--- config.mk ---
export PLATFORM = sky130hd
export DESIGN_NAME = ata_cordic_cell
export DESIGN_NICKNAME = d
export VERILOG_FILES = /design/src/rtl/ata_pkg.sv /design/src/rtl/ata_cordic_cell.sv
export SDC_FILE = /design/constraint.sdc
export NUM_CORES = 1
export LEC_CHECK = 0
export ABC_CLOCK_PERIOD_IN_PS = 6700
export BUFFER_PORTS_ARGS = -buffer_cell sky130_fd_sc_hd__buf_4
export CAP_MARGIN = 10
export CELL_PAD_IN_SITES_DETAIL_PLACEMENT = 1
export CELL_PAD_IN_SITES_GLOBAL_PLACEMENT = 1
export CORE_MARGIN = 3
export CORE_UTILIZATION = 46
export CTS_CLUSTER_DIAMETER = 30
export DETAILED_ROUTE_END_ITERATION = 8
export HOLD_SLACK_MARGIN = 0.08
export MAX_ROUTING_LAYER = met4
export PLACE_DENSITY_LB_ADDON = 0.1
export SLEW_MARGIN = 20
export SYNTH_ARGS = -nofsm -noshare
export SYNTH_HDL_FRONTEND = slang
export SYNTH_SLANG_ARGS = --single-unit
--- constraint.sdc ---
create_clock -name clk -period 6.7 [get_ports clk]
set_input_delay 0.67 -clock clk [delete_from_list [all_inputs] [get_ports clk]]
set_output_delay 0.67 -clock clk [all_outputs]
set_load 0.005 [all_outputs]
--- src/rtl/ata_pkg.sv ---
// shared types, constants and tables for the tilt angle unit
package ata_pkg;

  localparam int SampleW   = 16;
  localparam int OffW      = 12;
  localparam int DbW       = 8;
  localparam int SqW       = 2 * SampleW;
  localparam int RootW     = SampleW;
  localparam int Prescale  = 14;
  localparam int CwW       = RootW + Prescale + 3;
  localparam int AngW      = 24;
  localparam int Steps     = 23;
  localparam int SqSteps   = SqW / 2;
  localparam int SqCntW    = 5;

  localparam logic [1:0] REG_OFF_X = 2'd0;
  localparam logic [1:0] REG_OFF_Y = 2'd1;
  localparam logic [1:0] REG_OFF_Z = 2'd2;
  localparam logic [1:0] REG_DEAD  = 2'd3;

  typedef struct packed {
    logic               neg;
    logic               zero;
    logic [SampleW-1:0] mag;
  } xinfo_t;

  typedef struct packed {
    xinfo_t         xi;
    logic [SqW-1:0] rem;
    logic [SqW-1:0] root;
  } sq_t;

  typedef struct packed {
    logic                  neg;
    logic                  zero;
    logic signed [CwW-1:0] a;
    logic signed [CwW-1:0] b;
    logic signed [AngW-1:0] z;
  } cw_t;

  function automatic logic [AngW-1:0] atan_tab(input logic [SqCntW-1:0] i);
    logic [AngW-1:0] t;
    case (i)
      5'd0: t = 24'd2949337;  5'd1: t = 24'd1741095;  5'd2: t = 24'd919947;
      5'd3: t = 24'd466979;   5'd4: t = 24'd234396;   5'd5: t = 24'd117312;
      5'd6: t = 24'd58670;    5'd7: t = 24'd29337;    5'd8: t = 24'd14669;
      5'd9: t = 24'd7334;     5'd10: t = 24'd3667;    5'd11: t = 24'd1834;
      5'd12: t = 24'd917;     5'd13: t = 24'd458;     5'd14: t = 24'd229;
      5'd15: t = 24'd115;     5'd16: t = 24'd57;      5'd17: t = 24'd29;
      5'd18: t = 24'd14;      5'd19: t = 24'd7;       5'd20: t = 24'd4;
      5'd21: t = 24'd2;       5'd22: t = 24'd1;
      default: t = '0;
    endcase
    return t;
  endfunction

endpackage

--- src/rtl/ata_cordic_cell.sv ---
// one vectoring cordic rotation per cell
module ata_cordic_cell (
  input  logic                       clk,
  input  logic                       rst_n,
  input  logic                       en,
  input  logic [ata_pkg::SqCntW-1:0] idx,
  input  logic                       vld_i,
  input  ata_pkg::cw_t               d_i,
  output logic                       vld_o,
  output ata_pkg::cw_t               d_o
);
  ata_pkg::cw_t                     nxt;
  logic signed [ata_pkg::CwW-1:0]   da;
  logic signed [ata_pkg::CwW-1:0]   db;
  logic signed [ata_pkg::AngW-1:0]  t;
  logic                             vld_r;
  ata_pkg::cw_t                     d_r;

  always_comb begin
    nxt = d_i;
    da  = d_i.b >>> idx;
    db  = d_i.a >>> idx;
    t   = ata_pkg::atan_tab(idx);
    if (!d_i.b[ata_pkg::CwW-1]) begin
      nxt.a = d_i.a + da;
      nxt.b = d_i.b - db;
      nxt.z = d_i.z + t;
    end else begin
      nxt.a = d_i.a - da;
      nxt.b = d_i.b + db;
      nxt.z = d_i.z - t;
    end
  end

  always_ff @(posedge clk) begin
    if (!rst_n) begin
      vld_r <= 1'b0;
    end else if (en) begin
      vld_r <= vld_i;
    end
    if (en) begin
      d_r <= nxt;
    end
  end

  assign vld_o = vld_r;
  assign d_o   = d_r;
endmodule

==> results.yml <==
synthesis:
  yosys.area.top_type: "edfxtp_1"
  ys_seq_area_frac: 0.198
  synth_area_leaders: "edfxtp_1, ha_1, mux4_2"
  synth_cell_types: 98
  synthFlopType: "edfxtp_1"
  synth_top_area_frac: 0.196
  synth_seq_cells: 93
  synth_fp_nets: 1792
  yosysMostFrequentCell: "nor2_1"
  synth_edf_count: 92
  ys_top_cells_by_count: "nor2_1, nand2_1, a21oi_1, ha_1"
  async_flop_share: 0
  syn_avg_cell_area_um2: 8.84
  syn_area_um2: 14100
  synth_cells: 1593
  ys_warn_count: 0
detailed_routing:
  wl_per_cell_um: 25.3
  wl_met2_um: 27600
  top_layer_used: "met4"
  antenna_left: 0
  firstDrtPassIters: 5
  vias_per_cell: 6.55
  drtIter0Drc: 1347
  routed-wl-met3_um: 4260
  wl_met1_um: 23100
  drcViolationCount: 0
  wl_um: 58000
  vias: 15000
critical_path:
  cp_max_fo: 32
  arrival_ps: 6490
  startpoint_type: "input port"
  critPathRequiredTime_ps: 6850
  crit_path_end_kind: "register"
  critPathKind: "input port to register"
grt:
  grt_pass1_vias: 15700
  grt_max_degree: 56
  grt_overflow: 0
  grt_pass1_wl_um: 89500
  track_usage: 0.355
  grt_antenna_before_repair: 0
placed_design:
  finalWeightedCongestion: 1.06
  placed_cells: 2274
  hpwlAfterDp_um: 46500
  io_buffers: 193
clock_tree:
  cts_made_buffers: 9
  cts_sinks: 93
  clk_pin_slew_ps: 70
  cts_tree: "yes"
  htree_levels: 3
  clk_path_buf_depth: 2
  clock_latency_ps: 390
  root_buffer: "clkbuf_16"
  cts_hold_buf: 0
power:
  power_leakage_nw: 7.36
  power_density_nw_per_um2: 207
  clkPwrFrac: 0.153
  fin_total_pwr_mw: 3.59
  p_seq_frac: 0.254
  p_comb_frac: 0.593
  ir_drop_v: 0.000166
  p_int_mw: 2.14
  switching_share: 0.403
  net-switching-power_mw: 1.44
floorplanning:
  floorplan.initialDensity: 0.471
  die_w_um: 181
  pin_count: 194
  core_um2: 29900
  die_h_um: 181
  num_rows: 63
  die_area_um2: 32700
layout:
  num_antenna_cells: 0
  drive_above_1_share: 0.275
  instances_no_fill: 2290
  layout.nets: 2094
  area_delta_synth_final_pct: 22.9
timing:
  relSlewSlack: 0.421
  setup_viol: 0
  final.min_clock_period_ps: 6350
  worst_hold_slack_ps: 459
  hold_viol_final: 0
  max_freq_mhz: 158
  skew_ps: 0
  tightest_slew_ps: 867
  min_period_over_period: 0.947
  finalMaxSlewViolations: 0
  rsz0062_at_grt: "false"
hold_path:
  hp-class: "input port to register"
run:
  cap_viol_max_count: 0
run_status:
  status: "finished clean"
==> per-layer routing <==
layer  global-route usage  vias up
met5                    -        -
met4                0.163        0
met3               0.0586      185
met2                0.580      680
met1                0.432     7419
li1                     -     6706
==> layout by cell type, fill, tap and decap left out, types with 10 or more instances in the layout <==
master and count:
buf_4 377, nor2_1 137, nand2_1 128, a21oi_1 124
ha_1 95, xnor2_1 92, edfxtp_1 92, o21ai_0 79
mux2i_1 57, xor2_1 55, mux4_2 51, inv_1 45
nor3_1 45, a21o_1 44, mux2_2 42, nand3_1 35
a31oi_1 25, o211ai_1 22, o21a_1 22, nor2b_1 19
nand2b_1 17, o21bai_1 13, mux4_1 12, a22oi_1 11
a211oi_1 11, and2_1 11, o22ai_1 10, nor4_1 10
o31ai_1 10, a211o_1 10
==> final timing paths <==
path / start / slack [ps] / depth (start not counted) / end
min reg2reg: vld_o / 550 / 2 / vld_o
max reg2reg: vld_o / 6090 / 2 / vld_o
max: idx[0] / 350 / 20 / d_o[87]
min: d_i[91] / 460 / 1 / d_o[91]
==> registers in the layout, summed over array words and instances (netlist names) <==
register  count
d_o          92
vld_o         1
==> cells by family (layout without fill, tap and decap cells) <==
| group | count (synthesis) | in the layout | share of synthesized area |
|---|---|---|---|
| flops | 93 | 93 | 0.198 |
| mux | 167 | 167 | 0.182 |
| simple gates | 466 | 466 | 0.162 |
| xor+xnor | 147 | 147 | 0.0915 |
| fa+ha+maj | 98 | 98 | 0.0887 |
| buf+inv | 138 | 445 | 0.0455 |
| compound gates | 484 | 484 | 0.232 |
==> metrics by stage <==
stage,area [um2],setup TNS (ps),setup WS [ps],util
floorplan,14100,0,617,-
global placement,17000,0,62.8,0.569
detailed placement,17000,-191,-92.7,0.569
CTS,17300,0,295,0.579
global route,17300,0,18.3,0.579
finish,17300,0,355,0.579
==> power groups by stage <==
stage | clock network, mW | registers (mW) | logic (mW)
after global placement | 0 | 0.913 | 2.01
after global routing | 0.579 | 0.927 | 2.30
after floorplan | 0 | 0.935 | 1.19
final | 0.548 | 0.910 | 2.13
after detailed placement | 0 | 0.922 | 2.09
after CTS | 0.557 | 0.913 | 2.11
==> critical path, stage by stage <==
cell	delay [ps]
buf_4	330
buf_12	280
mux4_1	640
mux2i_1	300
mux2i_1	290
a221oi_2	410
nand4bb_1	290
nor2_1	240
nor2_1	70
xnor2_1	240
ha_1	330
and3_1	210
a221oi_1	410
a21oi_1	200
a41o_1	320
a221o_1	470
o21a_1	270
nor2_1	210
o2111ai_1	130
o211a_1	140
==> repair_timing <==
action                     CTS  global route
setup endpoints to repair    0             7
buffers inserted             0             0
gates resized for setup      0             3
hold endpoints to repair     0             0
==> final cells by class <==
class / count / area, um2
Clock buffer: 10 / 229
Multi-Input combinational cell: 1362 / 10700
Clock inverter: 6 / 61.3
Timing Repair Buffer: 380 / 2890
Fill cell: 3565 / 12600
Sequential cell: 93 / 2780
Tap cell: 390 / 488
Inverter: 49 / 184
No activity file was read; power rests on OpenSTA's default activity.
