## config.mk

```make
export PLATFORM = sky130hd
export DESIGN_NAME = ata_sqrt_cell
export DESIGN_NICKNAME = d
export VERILOG_FILES = /design/src/rtl/ata_pkg.sv /design/src/rtl/ata_sqrt_cell.sv
export SDC_FILE = /design/constraint.sdc
export NUM_CORES = 1
export LEC_CHECK = 0
export BUFFER_PORTS_ARGS = -buffer_cell sky130_fd_sc_hd__buf_2
export CAP_MARGIN = 20
export CORE_ASPECT_RATIO = 1.75
export CORE_UTILIZATION = 51
export CTS_BUF_LIST = sky130_fd_sc_hd__clkbuf_8
export DETAILED_ROUTE_END_ITERATION = 8
export GPL_TIMING_DRIVEN = 1
export PLACE_DENSITY = 0.87
export REMOVE_ABC_BUFFERS = 1
export SLEW_MARGIN = 20
export SYNTH_ARGS = -nofsm -noshare
export SYNTH_HDL_FRONTEND = slang
export SYNTH_SLANG_ARGS = --single-unit
```

## constraint.sdc

```tcl
create_clock -name clk -period 4.8 [get_ports clk]
set_input_delay 0.96 -clock clk [delete_from_list [all_inputs] [get_ports clk]]
set_output_delay 0.96 -clock clk [all_outputs]
set_load 0.03 [all_outputs]
```

## src/rtl/ata_pkg.sv

```systemverilog
// shared types, constants and tables for the tilt angle unit
package ata_pkg;

  localparam int SampleW   = 16;
  localparam int OffW      = 12;
  localparam int DbW       = 8;
  localparam int SqW       = 2 * SampleW;
  localparam int RootW     = SampleW;
  localparam int Prescale  = 14;
  localparam int CwW       = RootW + Prescale + 3;
  localparam int AngW      = 24;
  localparam int Steps     = 23;
  localparam int SqSteps   = SqW / 2;
  localparam int SqCntW    = 5;

  localparam logic [1:0] REG_OFF_X = 2'd0;
  localparam logic [1:0] REG_OFF_Y = 2'd1;
  localparam logic [1:0] REG_OFF_Z = 2'd2;
  localparam logic [1:0] REG_DEAD  = 2'd3;

  typedef struct packed {
    logic               neg;
    logic               zero;
    logic [SampleW-1:0] mag;
  } xinfo_t;

  typedef struct packed {
    xinfo_t         xi;
    logic [SqW-1:0] rem;
    logic [SqW-1:0] root;
  } sq_t;

  typedef struct packed {
    logic                  neg;
    logic                  zero;
    logic signed [CwW-1:0] a;
    logic signed [CwW-1:0] b;
    logic signed [AngW-1:0] z;
  } cw_t;

  function automatic logic [AngW-1:0] atan_tab(input logic [SqCntW-1:0] i);
    logic [AngW-1:0] t;
    case (i)
      5'd0: t = 24'd2949337;  5'd1: t = 24'd1741095;  5'd2: t = 24'd919947;
      5'd3: t = 24'd466979;   5'd4: t = 24'd234396;   5'd5: t = 24'd117312;
      5'd6: t = 24'd58670;    5'd7: t = 24'd29337;    5'd8: t = 24'd14669;
      5'd9: t = 24'd7334;     5'd10: t = 24'd3667;    5'd11: t = 24'd1834;
      5'd12: t = 24'd917;     5'd13: t = 24'd458;     5'd14: t = 24'd229;
      5'd15: t = 24'd115;     5'd16: t = 24'd57;      5'd17: t = 24'd29;
      5'd18: t = 24'd14;      5'd19: t = 24'd7;       5'd20: t = 24'd4;
      5'd21: t = 24'd2;       5'd22: t = 24'd1;
      default: t = '0;
    endcase
    return t;
  endfunction

endpackage

```

## src/rtl/ata_sqrt_cell.sv

```systemverilog
// one restoring square root step per cell
module ata_sqrt_cell (
  input  logic                     clk,
  input  logic                     rst_n,
  input  logic                     en,
  input  logic                     vld_i,
  input  ata_pkg::sq_t             d_i,
  input  logic [ata_pkg::SqW-1:0]  bit_i,
  output logic                     vld_o,
  output ata_pkg::sq_t             d_o
);
  logic [ata_pkg::SqW-1:0] trial;
  ata_pkg::sq_t            nxt;
  logic                    vld_r;
  ata_pkg::sq_t            d_r;

  always_comb begin
    nxt   = d_i;
    trial = d_i.root + bit_i;
    if (d_i.rem >= trial) begin
      nxt.rem  = d_i.rem - trial;
      nxt.root = (d_i.root >> 1) + bit_i;
    end else begin
      nxt.root = d_i.root >> 1;
    end
  end

  always_ff @(posedge clk) begin
    if (!rst_n) begin
      vld_r <= 1'b0;
    end else if (en) begin
      vld_r <= vld_i;
    end
    if (en) begin
      d_r <= nxt;
    end
  end

  assign vld_o = vld_r;
  assign d_o   = d_r;
endmodule

```

==> impl_metrics.json, run 1 <==
{
  "outcome": "complete, but fails checks",
  "violations": "negative setup slack",
  "grt_pass1_vias": 9327,
  "synthArstFlopShare_pct": 0,
  "max_freq_mhz": 199,
  "cp-start-kind": "input pin",
  "gp_congestion": 0.961,
  "antenna_found_initial": 0,
  "rows": 60,
  "root_buffer": "clkbuf_8",
  "multi_input_area_um2": 6160,
  "cts_buffers": 9,
  "finalHoldViolCount": 0,
  "die_h_um": 169,
  "hpwl_um": 20800,
  "seqCellArea_um2": 2480,
  "n_antenna_cell": 0,
  "slew_headroom_pct": 25.3,
  "hold_class": "flop to flop",
  "boundaryPins": 201,
  "tritoncts": "built",
  "ant_nets": 0,
  "vias": 9711,
  "clk_latency_ns": 0.38,
  "final_cells": 1523,
  "grt_max_degree": 84,
  "syn_area_um2": 8130,
  "grt_pass1_wl_um": 42800,
  "ys_types": 67,
  "port_buffers": 200,
  "fin_crit_sh_pct": 105,
  "core-area_um2": 15500,
  "route.detailed.drc": 0,
  "gr-total-overflow": 0,
  "synth_most_common_cell": "a21oi_1",
  "path_class": "input pin to flop",
  "dp.cells": 1474,
  "cap_violations": 0,
  "synth.area.top_cells": "edfxtp_1, ha_1, a21oi_1, xor2_1, nor2_1",
  "finalSetupViolCount": 64,
  "clkSinkCount": 83,
  "synth_top_area_share_pct": 30.3,
  "slowest_delay_ns": 0.44,
  "whs_ns": 0.535,
  "tightestPinTransition_ns": 1.12,
  "seq_area_frac_synth_pct": 30.5,
  "netlist_instances": 938,
  "fin_nets": 1547,
  "cts_buffer_depth": 2,
  "critPathTopFamily": "compound AO/OA/AOI/OAI gates",
  "grt_util_all_layers_pct": 32.6,
  "ys_ff_latch": 83,
  "layout_min_cycle_time_ns": 5.03,
  "first_pass_iters": 6,
  "rrSetupSlack_ns": 4.19,
  "dieArea_um2": 16500,
  "wl_um": 31200,
  "fin_skew_ns": 0,
  "worstPathRequired_ns": 5.04,
  "dp_slack_ns": -0.972,
  "powerDensity_nw_per_um2": 371,
  "leakage_nw": 5.52,
  "avgSynthCellArea_um2": 8.67,
  "cp_max_fo": 6,
  "total_power_mw": 4.48,
  "ys_warn_count": 0,
  "yosysTopAreaCell": "edfxtp_1",
  "setup_ws_ns": -0.228,
  "die_width_um": 97.4,
  "syn2layout_area_growth_pct": 48.8,
  "synthFlopType": "edfxtp_1",
  "via_per_inst": 6.38,
  "critPathCaptureType": "flop",
  "crit_arrival_ns": 5.27,
  "synth_common_cells": "a21oi_1, ha_1, nor2_1",
  "initial_core_util_pct": 52.6,
  "crit_slowest_cell": "a311o_2",
  "nFillCells": 994,
  "drt_iter0_markers": 557,
  "path_clk_slew_ns": 0.11,
  "slew_viol_final": 0,
  "ir_drop_mv": 0.251,
  "path_buf_inv": 5,
  "path_cells": "buf_8 > ha_4 > inv_2 > fa_2 > nand2b_4 > a21oi_4 > o21ai_2 > o311a_4 > o31ai_4 > nor2b_4 > buf_6 > a221oi_4 > xor2_1 > ha_1 > and4_1 > o211ai_1 > buf_4 > o2bb2ai_4 > a311o_2 > buf_12 > and3_4 > a311o_1 > nor2_1",
  "synth_edf_count": 82,
  "h-tree-depth": 3,
  "layout-drive-gt1-share_pct": 42.6,
  "route.detailed.wl_per_inst_um": 20.5,
  "ctsHoldBuffers": 0,
  "rsz0062_at_grt": "true"
}
## worst register-to-register path, cell delays in order, from the launching register on
cell     delay (ns)
dfxtp_1        0.32
mux2i_1        0.12
nor2b_1        0.06
## flip-flops by register name, indices dropped and copies added (netlist names)
name,count
vld_o,1
d_o,82
## report_power, final
part	switching, mW	leakage [nW]	internal (mW)
Combinational	1.67	4.62	1.24
Sequential	0.0378	0.811	1.00
Clock	0.334	0.0931	0.202
## stage by stage
stage / util, % / setup TNS, ns / cell area, um2
final: 78.2 / -9.31 / 12100
after global routing: 78.2 / -13.51 / 12100
after CTS: 73.4 / -0.0272 / 11400
after detailed placement: 68.8 / -53.10 / 10600
after global placement: 68.8 / -37.64 / 10600
after floorplan: - / -98.69 / 7970
## metal layers
layer	share of wire, %	track usage (%)
met1	31	29.2
met2	54	63.7
met3	6.1	4.05
met4	9.5	26.5
met5	0	0
## layout make-up
cell class,instances,share of cell area [%]
flip-flops and latches,83,20.5
repair buffers,417,24.1
inverters,28,0.869
clock inverters,7,0.631
clock buffers,9,1.02
multi-input cells,793,50.9
well taps,186,1.92
## path summary, 6_finish.rpt
kind                                from  cells after the start       to
worst max-delay path            bit_i[0]                     23  d_o[30]
worst min-delay path               vld_o                      2    vld_o
worst max register to register     vld_o                      2    vld_o
worst min register to register     vld_o                      2    vld_o
## logic make-up after synthesis
logic type / count (synthesis) / share of synthesized area, %
buffers and inverters: 62 / 3.22
XOR/XNOR: 75 / 8.08
AND/OR/NAND/NOR: 282 / 16.2
AO/OA/AOI/OAI: 336 / 26.4
adder cells (fa/ha/maj): 97 / 15.2
multiplexers: 3 / 0.385
flip-flops: 83 / 30.5
## cells in the final DEF, fill, tap and decap left out, drive strengths merged, types with 6 or more instances in the layout
master / Yosys / final
buf: 16 / 412
a21oi: 125 / 125
ha: 94 / 94
nor2: 88 / 88
nand2: 86 / 86
edfxtp: 82 / 82
o21ai: 63 / 63
a21o: 42 / 42
xor2: 42 / 42
xnor2: 33 / 33
inv: 28 / 29
nand3: 22 / 22
o211ai: 16 / 16
clkbuf: 18 / 14
nor3: 14 / 14
o21a: 13 / 13
nand2b: 13 / 13
nand4: 12 / 12
and3: 11 / 11
a31oi: 11 / 11
o31ai: 10 / 10
o21bai: 8 / 8
nor2b: 7 / 7
a211oi: 7 / 7
nor4: 6 / 6
a41oi: 6 / 6
## repair_timing
| item | in CTS | in global routing |
|---|---|---|
| endpoints found under the setup margin | 64 | 64 |
| setup buffers | 18 | 10 |
| resized for setup | 61 | 153 |
| cloned | 2 | 6 |
| pin swaps | 30 | 42 |
Note: power is estimated with default switching activity, not from simulation.
==> run 2: changes to the inputs <==
--- a/config.mk
+++ b/config.mk
@@ -14,6 +14,7 @@
 export GPL_TIMING_DRIVEN = 1
 export PLACE_DENSITY = 0.87
 export REMOVE_ABC_BUFFERS = 1
+export SETUP_SLACK_MARGIN = 0.05
 export SLEW_MARGIN = 20
 export SYNTH_ARGS = -nofsm -noshare
 export SYNTH_HDL_FRONTEND = slang
==> run 2 against run 1 <==
Against the previous run: the run still ends with negative setup slack left; power grew 1.1%; cell area grew 0.37%; global-route usage grew 0.35 points; clock skew is the same; critical path depth is the same.
==> impl_metrics.json, run 2 (synthesis results as in run 1) <==
{
  "outcome": "complete, but fails checks",
  "violations": "negative setup slack",
  "antenna_found_initial": 0,
  "finalHoldViolCount": 0,
  "die_h_um": 169,
  "initial_core_util_pct": 52.6,
  "ir_drop_mv": 0.237,
  "grt_max_degree": 84,
  "die_width_um": 97.4,
  "cts_buffer_depth": 2,
  "ant_nets": 0,
  "dp_slack_ns": -0.972,
  "reg2reg_from": "vld_o",
  "dieArea_um2": 16500,
  "crit_arrival_ns": 5.23,
  "cap_violations": 0,
  "slew_viol_final": 0,
  "rsz0062_at_grt": "true",
  "h-tree-depth": 3,
  "tritoncts": "built",
  "tns_ns": -6.37,
  "fin_nets": 1554,
  "worstPathRequired_ns": 5.04,
  "whs_ns": 0.535,
  "powerDensity_nw_per_um2": 373,
  "hold_depth": 2,
  "drt_iter0_markers": 607,
  "max_freq_mhz": 200,
  "reg2reg_depth": 2,
  "setup_ws_ns": -0.190,
  "placed_cell_area_um2": 10600,
  "finalSetupViolCount": 59,
  "path_class": "input pin to flop",
  "grt_pass1_wl_um": 43200,
  "route.detailed.wl_per_inst_um": 20.5,
  "leakage_nw": 5.57,
  "ctsHoldBuffers": 0,
  "startpoint": "d_i[0]",
  "clk_latency_ns": 0.39,
  "rows": 60,
  "stdcell_area_um2": 12100,
  "via_per_inst": 6.33,
  "grt_util_all_layers_pct": 33.0,
  "wl_um": 31300,
  "cp-start-kind": "input pin",
  "boundaryPins": 201,
  "port_buffers": 200,
  "route.detailed.drc": 0,
  "reg2reg_to": "vld_o",
  "core-area_um2": 15500,
  "rrSetupSlack_ns": 4.19,
  "worstHoldEndpoint": "vld_o",
  "syn2layout_area_growth_pct": 49.3,
  "nFillCells": 980,
  "slew_headroom_pct": 27.1,
  "critPathCaptureType": "flop",
  "dp.cells": 1474,
  "final_cells": 1530,
  "root_buffer": "clkbuf_8",
  "hold_start": "vld_o",
  "gp_congestion": 0.961,
  "layout_min_cycle_time_ns": 4.99,
  "seqCellArea_um2": 2480,
  "clkSinkCount": 83,
  "final_common_cell": "buf_4",
  "cts_buffers": 9,
  "tightestPinTransition_ns": 1.09,
  "layout_common_cells": "buf_4, buf_2, a21oi_1",
  "grt_pass1_vias": 9354,
  "layout-drive-gt1-share_pct": 42.7,
  "first_pass_iters": 5,
  "fin_crit_sh_pct": 104,
  "fin_skew_ns": 0,
  "gr-total-overflow": 0,
  "largest_reg_flops": 82,
  "vias": 9689,
  "hold_class": "flop to flop",
  "multi_input_area_um2": 6130,
  "hpwl_um": 20800,
  "path_clk_slew_ns": 0.11,
  "cp_max_fo": 8,
  "n_antenna_cell": 0
}
[run 2: per-stage QoR]
step	utilization (%)	power, mW
2_1_floorplan	-	2.46
3_3_place_gp	68.8	3.29
3_5_place_dp	68.8	3.34
4_1_cts	73.9	4.06
5_1_grt	78.5	4.72
6_report	78.5	4.53
[run 2: critical path, stage by stage]
cell and delay (ns):
buf_6 0.08, ha_4 0.14, inv_2 0.04, fa_2 0.34, nand2b_4 0.16, a21oi_4 0.15, o21ai_2 0.11, o311a_4 0.39
o31ai_4 0.21, nor2b_4 0.22, o22ai_2 0.10, xor2_1 0.15, ha_1 0.33, and4_1 0.22, o211ai_1 0.18, buf_4 0.18
o2bb2ai_2 0.06, buf_4 0.14, a311oi_4 0.36, buf_12 0.19, nor4_1 0.05, a311o_1 0.34, nor3_2 0.10
[run 2: power breakdown]
part / internal (mW) / switching (mW)
Clock: 0.202 / 0.339
Combinational: 1.27 / 1.68
Sequential: 1.00 / 0.0372
Total: 2.48 / 2.05
[run 2: repair_timing]
| item | CTS | global route |
|---|---|---|
| endpoints found under the setup margin | 64 | 64 |
| pin swaps | 30 | 20 |
| resized for setup | 79 | 129 |
| buffers inserted | 18 | 16 |
| gates cloned | 2 | 7 |
[run 2: worst max-delay path by stage]
stage	to	slack, ns	cells past startpoint
after floorplan	d_o[30]	-1.93	20
after global placement	d_o[30]	-0.73	21
after detailed placement	d_o[30]	-0.97	22
after CTS	d_o[26]	-0.02	23
after global routing	d_o[26]	-0.34	22
final	d_o[26]	-0.19	23
[run 2: final cells by class]
class                           instances  area share [%]
Clock buffer                            9            1.02
Clock inverter                          7           0.629
Inverter                               28           0.866
Multi-Input combinational cell        793            50.6
Sequential cell                        83            20.5
Tap cell                              186            1.92
Timing Repair Buffer                  424            24.6
[run 2: per-layer routing]
layer	vias to the layer above	wire length [um]	global-route usage, %
li1	4347	-	-
met5	-	0	0
met4	0	2600	26.2
met2	581	16800	64.2
met3	227	1960	4.21
met1	4534	9900	29.9
==> run 3: changes to the inputs <==
--- a/config.mk
+++ b/config.mk
@@ -8,12 +8,11 @@
 export BUFFER_PORTS_ARGS = -buffer_cell sky130_fd_sc_hd__buf_2
 export CAP_MARGIN = 20
 export CORE_ASPECT_RATIO = 1.75
-export CORE_UTILIZATION = 51
+export CORE_UTILIZATION = 45
 export CTS_BUF_LIST = sky130_fd_sc_hd__clkbuf_8
 export DETAILED_ROUTE_END_ITERATION = 8
 export GPL_TIMING_DRIVEN = 1
-export PLACE_DENSITY = 0.87
-export REMOVE_ABC_BUFFERS = 1
+export PLACE_DENSITY = 0.79
 export SETUP_SLACK_MARGIN = 0.05
 export SLEW_MARGIN = 20
 export SYNTH_ARGS = -nofsm -noshare
==> run 3 against run 2 <==
Against the previous run: the run still ends with negative setup slack left; sequential cell count is the same; power shrank 3.1%; wire length shrank 5.2%; count of clock-buffer cells in the layout grew 1; critical path type unchanged; critical endpoint is now d_o[30]; highest routed layer unchanged.
==> impl_metrics.json, run 3 (synthesis results as in run 1) <==
{
  "tritoncts": "built",
  "port_buffers": 200,
  "dp_slack_ns": -0.769,
  "cap_violations": 0,
  "setup_ws_ns": -0.0803,
  "violations": "negative setup slack",
  "reg2reg_depth": 2,
  "grt_pass1_wl_um": 44400,
  "boundaryPins": 201,
  "path_cells": "buf_8 > ha_4 > inv_2 > fa_2 > nand2b_4 > a21oi_4 > o21ai_2 > o311a_4 > nor3_2 > o21ai_1 > nor2_1 > a211oi_2 > buf_4 > ha_1 > a21o_1 > a21oi_1 > o21ai_1 > a31o_2 > a311o_2 > buf_12 > and3_4 > a311o_1 > nor2_1",
  "vias": 9240,
  "layout_common_cells": "buf_4, buf_2, a21oi_1",
  "leakage_nw": 5.52,
  "wl_met2_um": 16100,
  "layout-drive-gt1-share_pct": 40.9,
  "final_common_cell": "buf_4",
  "via_per_inst": 5.88,
  "path_class": "input pin to flop",
  "whs_ns": 0.548,
  "tightestPinTransition_ns": 0.903,
  "slowest_delay_ns": 0.44,
  "syn2layout_area_growth_pct": 47.6,
  "gr-total-overflow": 0,
  "final_util_pct": 68.1,
  "crit_arrival_ns": 5.15,
  "rrSetupSlack_ns": 4.17,
  "critPathCaptureType": "flop",
  "antenna_found_initial": 1,
  "rows": 64,
  "finalSetupViolCount": 35,
  "hold_depth": 2,
  "gp_congestion": 0.976,
  "die_width_um": 104,
  "wl_met1_um": 9730,
  "cp-start-kind": "input pin",
  "root_buffer": "clkbuf_8",
  "ir_drop_mv": 0.178,
  "finalHoldViolCount": 0,
  "fin_crit_sh_pct": 102,
  "layout_min_cycle_time_ns": 4.88,
  "clkSinkCount": 83,
  "powerDensity_nw_per_um2": 366,
  "slew_headroom_pct": 39.8,
  "rsz0062_at_grt": "true",
  "ant_nets": 0,
  "grt_util_all_layers_pct": 30.2,
  "initial_core_util_pct": 46.1,
  "worstPathRequired_ns": 5.07,
  "total_power_mw": 4.39,
  "ctsHoldBuffers": 0,
  "final_cells": 1572,
  "outcome": "complete, but fails checks",
  "nFillCells": 1413,
  "placed_cell_area_um2": 10800,
  "path_clk_slew_ns": 0.10,
  "first_pass_iters": 8,
  "die_h_um": 180,
  "route.detailed.drc": 0,
  "hold_class": "flop to flop",
  "grt_max_degree": 64,
  "cts_buffers": 9,
  "fin_nets": 1550,
  "tns_ns": -1.13,
  "drt_iter0_markers": 450,
  "max_freq_mhz": 205,
  "route.detailed.wl_per_inst_um": 18.9,
  "dieArea_um2": 18600,
  "clk_latency_ns": 0.39,
  "dp.cells": 1525,
  "hpwl_um": 22000,
  "highest_layer": "met4",
  "slew_viol_final": 0,
  "stdcell_area_um2": 12000,
  "largest_reg_flops": 82,
  "crit_slowest_cell": "a311o_2",
  "core-area_um2": 17600,
  "met3_length_um": 1270,
  "wl_um": 29700,
  "cp_max_fo": 10,
  "synth.net_count": 1153,
  "fin_skew_ns": 0,
  "multi_input_area_um2": 6010,
  "seqCellArea_um2": 2480,
  "grt_pass1_vias": 9351,
  "cts_buffer_depth": 2,
  "h-tree-depth": 3
}
run 3: changes by cell type in the layout (fill, tap and decap cells not counted), sizes merged:
cell / change
diode: +1
clkbuf: -2
clkinv: -2
buf: -1
bufinv: +1
run 3: critical path: cells and delay by family:
family	cells	cell delay (ns)
AOI/OAI and AO/OA	11	2.27
buffers and inverters	4	0.43
adders and majority gates	3	0.67
and+or+nand+nor	5	0.80
run 3: final cells by class:
cell class | instances | share of cell area (%)
multi-input cells | 793 | 50.1
repair buffers | 420 | 24.2
flip-flops and latches | 83 | 20.7
well taps | 231 | 2.41
clock buffers | 10 | 1.15
inverters | 28 | 0.876
clock inverters | 6 | 0.615
diodes | 1 | 0.0209
run 3: timing repair:
action,4_1_cts,5_1_grt
pin swaps,10,34
endpoints found under the setup margin,63,63
resized for setup,44,115
gates cloned,1,3
setup buffers,11,15
run 3: path summary, 6_finish.rpt:
kind / from / to
hold reg to reg: vld_o / vld_o
setup / recovery: d_i[0] / d_o[30]
setup reg to reg: vld_o / vld_o
hold / removal: vld_o / vld_o
run 3: routing by layer:
| layer | GRT usage, % | up-vias |
|---|---|---|
| met5 | 0 | - |
| met4 | 23.6 | 0 |
| met3 | 3.73 | 182 |
| met2 | 58.8 | 393 |
| met1 | 27.8 | 4329 |
| li1 | - | 4336 |
run 3: where the power goes:
group          switching, mW  internal (mW)  leakage (nW)
clock                  0.314          0.260         0.101
combinational           1.59           1.19          4.61
sequential            0.0351           1.00         0.811
